### config.mk
export PLATFORM = sky130hd
export DESIGN_NAME = mono_fb_to_rgba_writer
export DESIGN_NICKNAME = d
export VERILOG_FILES = /design/src/rtl/mfr_pkg.sv /design/src/rtl/mfr_lane.sv /design/src/rtl/mfr_sweep.sv /design/src/rtl/mfr_merge.sv /design/src/rtl/mono_fb_to_rgba_writer.sv
export VERILOG_INCLUDE_DIRS = /design/src /design/src/rtl
export SDC_FILE = /design/constraint.sdc
export NUM_CORES = 2
export LEC_CHECK = 0
export ABC_CLOCK_PERIOD_IN_PS = 70100
export BUFFER_PORTS_ARGS = -buffer_cell sky130_fd_sc_hd__buf_2
export CORE_MARGIN = 2
export CORE_UTILIZATION = 25
export CTS_BUF_LIST = sky130_fd_sc_hd__clkbuf_2
export DETAILED_ROUTE_END_ITERATION = 10
export GPL_TIMING_DRIVEN = 0
export SLEW_MARGIN = 20
export SYNTH_ARGS = -nofsm -noshare
export SYNTH_HDL_FRONTEND = slang
export SYNTH_HIERARCHICAL = 1
export SYNTH_SLANG_ARGS = --single-unit
### constraint.sdc
create_clock -name clk -period 70.1 [get_ports clk]
set_input_delay 7.01 -clock clk [delete_from_list [all_inputs] [get_ports clk]]
set_output_delay 7.01 -clock clk [all_outputs]
set_load 0.03 [all_outputs]
### src/rtl/mono_fb_to_rgba_writer_assert.svh
// Assertion macros used by the RTL file that checks itself.
// Both macros sample on the rising edge of clk and are off during reset.
`ifndef MONO_FB_TO_RGBA_WRITER_ASSERT_SVH
`define MONO_FB_TO_RGBA_WRITER_ASSERT_SVH
`ifndef SYNTH
// A condition that holds in the same cycle.
`define MFR_ASSERT_NOW(lbl, ante, cons) \
  lbl: assert property (@(posedge clk) disable iff (!rst_n) (ante) |-> (cons)) \
    else $error("assertion failed");
// A condition that holds in the cycle after the trigger.
`define MFR_ASSERT_NEXT(lbl, ante, cons) \
  lbl: assert property (@(posedge clk) disable iff (!rst_n) (ante) |=> (cons)) \
    else $error("assertion failed");
`else
`define MFR_ASSERT_NOW(lbl, ante, cons)
`define MFR_ASSERT_NEXT(lbl, ante, cons)
`endif
`endif

### src/rtl/mfr_pkg.sv
package mfr_pkg;

  // Source framebuffer geometry.
  localparam int WORD_BITS       = 16;
  localparam int SRC_LINE_PIXELS = 512;
  localparam int FB_ADDR_W       = 13;

  // One lane colors two pixels, so a source word spreads over this many lanes.
  localparam int LANES  = WORD_BITS / 2;
  localparam int BEAT_W = $clog2(LANES);

  // Pixel index split into x and y.
  localparam int PIX_SH = $clog2(WORD_BITS);
  localparam int PIX_W  = FB_ADDR_W + PIX_SH;
  localparam int SRC_SH = $clog2(SRC_LINE_PIXELS);

  // Item commands.
  localparam logic CMD_WRITE = 1'b0;
  localparam logic CMD_CLEAR = 1'b1;

  // Configuration register indexes.
  typedef enum logic [2:0] {
    REG_ENABLE        = 3'd0,
    REG_FRAME_BASE    = 3'd1,
    REG_FRAME_WIDTH   = 3'd2,
    REG_FRAME_HEIGHT  = 3'd3,
    REG_WINDOW_ORIGIN = 3'd4,
    REG_WINDOW_SIZE   = 3'd5,
    REG_BACK_COLOR    = 3'd6,
    REG_FORE_COLORS   = 3'd7
  } cfg_idx_t;

  // Pixel pairs of one source word, lane 0 in the low slot.
  typedef logic [LANES-1:0][63:0] pair_vec_t;

  // Position and classification of the next clear sweep word.
  typedef struct packed {
    logic        empty;
    logic [10:0] row;
    logic [9:0]  col;
    logic [9:0]  wpr;
    logic        in_win;
    logic        done;
  } sweep_info_t;

  // Word held between the first stage and the output stage.
  typedef struct packed {
    logic        is_clear;
    logic        clear_done;
    logic [27:0] prod;
    logic [16:0] lin;
    logic [31:0] fill;
  } s1_item_t;

endpackage

### src/rtl/mfr_lane.sv
module mfr_lane
  import mfr_pkg::*;
(
  input  logic        clk,
  input  logic        load,
  input  logic [1:0]  bits,
  input  logic [31:0] color0,
  input  logic [31:0] color1,
  output logic [63:0] pair_r
);

  // Color the left and right pixel of this lane and hold the pair.
  always_ff @(posedge clk) begin
    if (load) begin
      pair_r[31:0]  <= bits[0] ? color1 : color0;
      pair_r[63:32] <= bits[1] ? color1 : color0;
    end
  end

endmodule

### src/rtl/mfr_sweep.sv
module mfr_sweep
  import mfr_pkg::*;
(
  input  logic        clk,
  input  logic        rst_n,
  input  logic        step,
  input  logic [10:0] frame_width,
  input  logic [10:0] frame_height,
  input  logic [31:0] window_origin,
  input  logic [31:0] window_size,
  output sweep_info_t info
);

  logic [10:0] sweep_row_r;
  logic [9:0]  sweep_col_r;
  logic [10:0] sweep_row_nxt;
  logic [9:0]  sweep_col_nxt;

  logic [9:0]  wpr;
  logic [10:0] row_w;
  logic [9:0]  col_w;
  logic [9:0]  col_inc;
  logic [10:0] row_inc;
  logic        done;
  logic        in_win;

  assign wpr = frame_width[10:1];

  // Wrap a stale position, then advance one word along the row.
  always_comb begin
    row_w = sweep_row_r;
    col_w = sweep_col_r;
    if (col_w >= wpr) begin
      col_w = '0;
      row_w = row_w + 11'd1;
    end
    if (row_w >= frame_height) begin
      row_w = '0;
    end

    col_inc = col_w + 10'd1;
    row_inc = row_w;
    done    = 1'b0;
    if (col_inc >= wpr) begin
      col_inc = '0;
      row_inc = row_w + 11'd1;
      if (row_inc >= frame_height) begin
        row_inc = '0;
        done    = 1'b1;
      end
    end
  end

  // The word is in the window when both its row and column fall in range.
  always_comb begin
    in_win = ({5'd0, row_w} >= window_origin[31:16]) &&
             ({6'd0, row_w} < ({1'b0, window_origin[31:16]} + {1'b0, window_size[31:16]})) &&
             ({5'd0, col_w} >= window_origin[15:1]) &&
             ({6'd0, col_w} < ({1'b0, window_origin[15:1]} + {1'b0, window_size[15:1]}));
  end

  assign info.empty  = (wpr == '0) || (frame_height == '0);
  assign info.row    = row_w;
  assign info.col    = col_w;
  assign info.wpr    = wpr;
  assign info.in_win = in_win;
  assign info.done   = done;

  // An empty frame parks the sweep at the origin.
  always_comb begin
    sweep_row_nxt = sweep_row_r;
    sweep_col_nxt = sweep_col_r;
    if (step) begin
      if (info.empty) begin
        sweep_row_nxt = '0;
        sweep_col_nxt = '0;
      end else begin
        sweep_row_nxt = row_inc;
        sweep_col_nxt = col_inc;
      end
    end
  end

  always_ff @(posedge clk) begin
    if (!rst_n) begin
      sweep_row_r <= '0;
      sweep_col_r <= '0;
    end else begin
      sweep_row_r <= sweep_row_nxt;
      sweep_col_r <= sweep_col_nxt;
    end
  end

endmodule

### src/rtl/mfr_merge.sv
module mfr_merge
  import mfr_pkg::*;
(
  input  logic        clk,
  input  logic        rst_n,
  input  logic        s1_valid,
  input  s1_item_t    s1_item,
  input  pair_vec_t   lane_pairs,
  input  logic [31:0] frame_base,
  output logic        s2_load,
  output logic        out_valid,
  input  logic        out_stall,
  output logic [28:0] out_word_addr,
  output logic [63:0] out_pixel_pair,
  output logic        out_last_of_run,
  output logic        out_clear_done
);

  logic              o_v_r;
  logic [BEAT_W-1:0] beat_r;
  logic [28:0]       addr_r;
  logic              clear_r;
  logic              done_r;
  logic [31:0]       fill_r;
  pair_vec_t         pairs_r;

  logic        fire;
  logic        last;
  logic [29:0] sum;
  logic [31:0] byte_addr;
  logic [28:0] load_addr;

  assign fire = o_v_r && !out_stall;
  assign last = clear_r || (beat_r == BEAT_W'(LANES - 1));
  assign s2_load = !o_v_r || (fire && last);

  // Final DRAM address of the first word of the incoming item.
  always_comb begin
    sum       = 30'(s1_item.prod) + 30'(s1_item.lin);
    byte_addr = {sum, 2'b00} + frame_base;
    if (s1_item.is_clear) begin
      load_addr = frame_base[31:3] + 29'(s1_item.prod) + 29'(s1_item.lin);
    end else begin
      load_addr = byte_addr[31:3];
    end
  end

  always_ff @(posedge clk) begin
    if (!rst_n) begin
      o_v_r  <= 1'b0;
      beat_r <= '0;
    end else if (s2_load) begin
      o_v_r  <= s1_valid;
      beat_r <= '0;
    end else if (fire) begin
      beat_r <= beat_r + BEAT_W'(1);
    end
  end

  // Payload: capture a new item, or step the address on each sent word.
  always_ff @(posedge clk) begin
    if (s2_load) begin
      addr_r  <= load_addr;
      clear_r <= s1_item.is_clear;
      done_r  <= s1_item.clear_done;
      fill_r  <= s1_item.fill;
      pairs_r <= lane_pairs;
    end else if (fire) begin
      addr_r <= addr_r + 29'd1;
    end
  end

  assign out_valid       = o_v_r;
  assign out_word_addr   = addr_r;
  assign out_pixel_pair  = clear_r ? {fill_r, fill_r} : pairs_r[beat_r];
  assign out_last_of_run = last;
  assign out_clear_done  = clear_r && done_r;

endmodule

### src/rtl/mono_fb_to_rgba_writer.sv
// Converts 1-bit-per-pixel source words into RGBA DRAM writes. A write item
// (cmd 0) is colored by eight parallel lanes and then leaves the output
// register as eight 64-bit words, one per cycle while out_stall is low; a
// clear item (cmd 1) gives one word, or none when the frame is empty. The
// output serializer sets the sustained rate: one word per cycle as long as
// out_stall is low. An accepted item is registered in the first stage and
// then in the output register, and the next item is taken while the current
// one drains. While enable is 0 items are still taken but are dropped without
// any word. Write the configuration only while no word is pending.
`include "mono_fb_to_rgba_writer_assert.svh"

module mono_fb_to_rgba_writer
  import mfr_pkg::*;
(
  input  logic                 clk,
  input  logic                 rst_n,
  input  logic                 cfg_we,
  input  logic [2:0]           cfg_index,
  input  logic [63:0]          cfg_wdata,
  input  logic                 in_valid,
  output logic                 in_stall,
  input  logic                 in_cmd,
  input  logic [FB_ADDR_W-1:0] in_fb_addr,
  input  logic [15:0]          in_fb_data,
  output logic                 out_valid,
  input  logic                 out_stall,
  output logic [28:0]          out_word_addr,
  output logic [63:0]          out_pixel_pair,
  output logic                 out_last_of_run,
  output logic                 out_clear_done
);

  logic        enable_r;
  logic [31:0] frame_base_r;
  logic [10:0] frame_width_r;
  logic [10:0] frame_height_r;
  logic [31:0] window_origin_r;
  logic [31:0] window_size_r;
  logic [31:0] back_color_r;
  logic [63:0] fore_colors_r;

  logic        s1_v_r;
  s1_item_t    s1_r;
  s1_item_t    s1_nxt;
  logic        s2_load;
  logic        in_fire;
  logic        s1_load;
  logic        sweep_step;
  logic        lane_load;
  sweep_info_t sw;
  pair_vec_t   lane_pairs;

  logic [PIX_W-1:0]        pix;
  logic [SRC_SH-1:0]       src_x;
  logic [PIX_W-SRC_SH-1:0] src_y;
  logic [10:0]             mul_a;
  logic [16:0]             mul_b;

  // Configuration registers.
  always_ff @(posedge clk) begin
    if (!rst_n) begin
      enable_r        <= 1'b0;
      frame_base_r    <= '0;
      frame_width_r   <= '0;
      frame_height_r  <= '0;
      window_origin_r <= '0;
      window_size_r   <= '0;
      back_color_r    <= '0;
      fore_colors_r   <= '0;
    end else if (cfg_we) begin
      unique case (cfg_idx_t'(cfg_index))
        REG_ENABLE:        enable_r        <= cfg_wdata[0];
        REG_FRAME_BASE:    frame_base_r    <= cfg_wdata[31:0];
        REG_FRAME_WIDTH:   frame_width_r   <= cfg_wdata[10:0];
        REG_FRAME_HEIGHT:  frame_height_r  <= cfg_wdata[10:0];
        REG_WINDOW_ORIGIN: window_origin_r <= cfg_wdata[31:0];
        REG_WINDOW_SIZE:   window_size_r   <= cfg_wdata[31:0];
        REG_BACK_COLOR:    back_color_r    <= cfg_wdata[31:0];
        REG_FORE_COLORS:   fore_colors_r   <= cfg_wdata;
        default: ;
      endcase
    end
  end

  // Input handshake: the first stage moves whenever the output takes its word.
  assign in_stall   = s1_v_r && !s2_load;
  assign in_fire    = in_valid && !in_stall;
  assign sweep_step = in_fire && enable_r && (in_cmd == CMD_CLEAR);
  assign lane_load  = in_fire && (in_cmd == CMD_WRITE);
  assign s1_load    = in_fire && enable_r && ((in_cmd == CMD_WRITE) || !sw.empty);

  // Clear sweep position.
  mfr_sweep u_sweep (
    .clk           (clk),
    .rst_n         (rst_n),
    .step          (sweep_step),
    .frame_width   (frame_width_r),
    .frame_height  (frame_height_r),
    .window_origin (window_origin_r),
    .window_size   (window_size_r),
    .info          (sw)
  );

  // Coloring lanes, two source pixels each.
  for (genvar g = 0; g < LANES; g++) begin : g_lane
    mfr_lane u_lane (
      .clk    (clk),
      .load   (lane_load),
      .bits   (in_fb_data[2*g +: 2]),
      .color0 (fore_colors_r[31:0]),
      .color1 (fore_colors_r[63:32]),
      .pair_r (lane_pairs[g])
    );
  end

  // Source pixel position of the word.
  assign pix   = {in_fb_addr, PIX_SH'(0)};
  assign src_x = pix[SRC_SH-1:0];
  assign src_y = pix[PIX_W-1:SRC_SH];

  // One shared multiplier: line offset for writes, row offset for clears.
  always_comb begin
    if (in_cmd == CMD_CLEAR) begin
      mul_a = sw.row;
      mul_b = 17'(sw.wpr);
      s1_nxt.lin = 17'(sw.col);
      s1_nxt.fill = sw.in_win ? fore_colors_r[31:0] : back_color_r;
    end else begin
      mul_a = frame_width_r;
      mul_b = {1'b0, window_origin_r[31:16]} + 17'(src_y);
      s1_nxt.lin = {1'b0, window_origin_r[15:0]} + 17'(src_x);
      s1_nxt.fill = fore_colors_r[31:0];
    end
    s1_nxt.is_clear   = (in_cmd == CMD_CLEAR);
    s1_nxt.clear_done = (in_cmd == CMD_CLEAR) && sw.done;
    s1_nxt.prod       = 28'(mul_a * mul_b);
  end

  always_ff @(posedge clk) begin
    if (!rst_n) begin
      s1_v_r <= 1'b0;
    end else if (s1_load) begin
      s1_v_r <= 1'b1;
    end else if (s2_load) begin
      s1_v_r <= 1'b0;
    end
  end

  always_ff @(posedge clk) begin
    if (in_fire) begin
      s1_r <= s1_nxt;
    end
  end

  // Merge the lanes into the outgoing word sequence.
  mfr_merge u_merge (
    .clk             (clk),
    .rst_n           (rst_n),
    .s1_valid        (s1_v_r),
    .s1_item         (s1_r),
    .lane_pairs      (lane_pairs),
    .frame_base      (frame_base_r),
    .s2_load         (s2_load),
    .out_valid       (out_valid),
    .out_stall       (out_stall),
    .out_word_addr   (out_word_addr),
    .out_pixel_pair  (out_pixel_pair),
    .out_last_of_run (out_last_of_run),
    .out_clear_done  (out_clear_done)
  );

  // A frame clear completes only on a single-word run.
  `MFR_ASSERT_NOW(a_done_is_last, out_valid && out_clear_done, out_last_of_run)
  // Words of one write run go to consecutive addresses.
  `MFR_ASSERT_NEXT(a_run_consecutive, out_valid && !out_stall && !out_last_of_run,
                   out_valid && (out_word_addr == $past(out_word_addr) + 29'd1))
  // The input only waits behind a full first stage and a busy output.
  `MFR_ASSERT_NOW(a_stall_reason, in_stall, s1_v_r && out_valid)

endmodule

==> results.py <==
metrics = {
    "cells_and_area": {
        "drive_gt1_share_pct": 26.0,
        "layout.nets": 6563,
        "fillers": 30100,
        "final_common_cell": "edfxtp_1",
        "fin_area_um2": 84200,
        "fin_util_pct": 28.5,
        "final_cell_mix": "edfxtp_1, nand2_1, clkbuf_2, mux2_4, nor2_1",
        "area_growth_pct": 13.5,
    },
    "cts": {
        "cts_root_buffer": "clkbuf_2",
        "cts.clk_slew.worst_paths_ns": 0.09,
        "htree_levels": 5,
        "cts_resized": 0,
        "cts_tree": "done",
        "cts_hold_buffers": 0,
        "cts_setup_buffers": 0,
        "clkLatencyLatePin_ns": 1.79,
        "cts_buffers": 356,
        "cts_max_path_buffers": 4,
        "clock-sinks": 1404,
    },
    "worst_setup_path": {
        "crit_buf_inv": 7,
        "worst-path-max-fanout": 40,
        "cp_cell_sequence": "clkbuf_1 > o21a_1 > clkbuf_8 > inv_1 > clkbuf_4 > buf_16 > nand2b_1 > inv_1 > buf_2",
        "critPathMaxStageDelay_ns": 0.65,
        "cp-start-kind": "primary input",
        "cp_common_cell": "inv_1",
        "crit_type": "primary input to output port",
        "cp-end-kind": "output port",
        "arrival_ns": 9.49,
        "critPathTopFamily": "buffers and inverters",
        "critPathSlowestCell": "clkbuf_1",
        "required_ns": 63.09,
    },
    "drt": {
        "drt-pass1-iter-count": 7,
        "vias": 47200,
        "vias_per_cell": 4.60,
        "drt_wl_total_um": 217000,
        "drc": 0,
        "postRouteAntennaNets": 0,
        "drt_iter0_markers": 4242,
        "wl_per_cell_um": 21.2,
    },
    "floorplan": {
        "initial_core_util_pct": 25.1,
        "rows": 200,
        "die_height_um": 549,
        "ioPinCount": 199,
        "die_w_um": 549,
        "core_um2": 296000,
        "dieArea_um2": 301000,
    },
    "logic_synthesis": {
        "synthesis.area_um2": 74200,
        "netlist_instances": 5445,
        "yosysWarningCount": 6,
        "avgSynthCellArea_um2": 13.6,
        "synth_fp_nets": 5991,
    },
    "grt": {
        "antenna_found_initial": 41,
        "met3_usage_pct": 3.37,
        "grt_overflow_total": 0,
        "grt.total_usage_pct": 14.0,
        "grt_util_met1_pct": 18.3,
        "gr-max-usage-layer": "met2",
        "grt_pass1_wl_um": 312000,
        "grt_max_degree": 60,
        "grt_pass1_vias": 47400,
        "grt_util_met2_pct": 22.5,
    },
    "placed_design": {
        "placed_cell_area_um2": 81000,
        "port_buffers": 178,
        "gp_congestion": 0.909,
        "hpwl_um": 163000,
    },
    "power_and_ir_drop": {
        "power_mw": 1.70,
        "p_leak_nw": 32.7,
        "ir_drop_uv": 15.9,
        "p_per_area_nw_per_um2": 20.1,
    },
    "timing": {
        "clock_skew_ns": 0.313,
        "fin_crit_sh_pct": 23.5,
        "fmax_mhz": 60.6,
        "final-setup-viol-count": 0,
        "hold_ws_ns": 0.137,
        "setup_tns_ns": 0,
        "final_hold_viol_count": 0,
        "worst_slew_pin_slew_ns": 1.16,
        "timing.slew.headroom_pct": 23.0,
        "drv_slew": 0,
        "rsz0062_at_grt": "false",
        "timing.final.crit_period_ns": 16.50,
    },
    "worst_hold_path": {
        "min_path_type": "flip-flop to flip-flop",
    },
    "flow_run": {
        "maxCapViolations": 0,
    },
    "outcome": {
        "outcome": "finished clean",
    },
}
## worst paths after layout
check	end	slack, ns	start	cells past startpoint
worst max-delay path	in_stall	53.60	out_stall	9
worst min register to register	u_merge/fill_r[7]	0.14	s1_r[7]	0
worst min-delay path	u_merge/fill_r[7]	0.14	s1_r[7]	0
worst max register to register	s1_r[70]	59.56	frame_width_r[10]	32
## per-stage QoR
step | cells | setup slack (ns)
6_report | 10200 | 53.60
5_1_grt | 10200 | 53.63
2_1_floorplan | 5445 | 23.83
3_3_place_gp | 9562 | 9.06
4_1_cts | 10200 | 53.72
3_5_place_dp | 9598 | 53.73
## report_power, final
| part | switching [mW] | internal, mW |
|---|---|---|
| clock network | 0.333 | 0.227 |
| logic | 0.114 | 0.0675 |
| registers | 0.0196 | 0.934 |
| total | 0.467 | 1.23 |
## flip-flops by register name (all words and copies together), names as in the netlist
signal and flops:
u_merge/beat_r 3, back_color_r 32, window_origin_r 32, u_merge/out_valid 1, g_lane.u_lane/pair_r 512, u_sweep/sweep_col_r 10
frame_width_r 11, enable_r 1, frame_base_r 30, frame_height_r 11, window_size_r 31, u_merge/fill_r 32
u_merge/done_r 1, u_merge/clear_r 1, u_merge/out_word_addr 29, u_merge/pairs_r 512, u_sweep/sweep_row_r 11, s1_r 79
s1_v_r 1, fore_colors_r 64
## per-layer routing
layer	vias up	wire [µm]
met2	1732	99400
met3	438	17100
met1	23600	92600
met5	-	85
li1	21400	-
met4	14	7610
## final cells by class
cell class	count	area (µm²)	area share, %
Buffer	257	2010	2.38
Clock inverter	81	484	0.575
Inverter	243	915	1.09
Multi-Input combinational cell	3541	31600	37.5
Tap cell	3939	4930	5.85
Clock buffer	547	2740	3.25
Timing Repair Buffer	214	1770	2.10
Antenna cell	14	35.0	0.0416
Sequential cell	1404	39800	47.2
No activity file was read; power rests on OpenSTA's default activity.
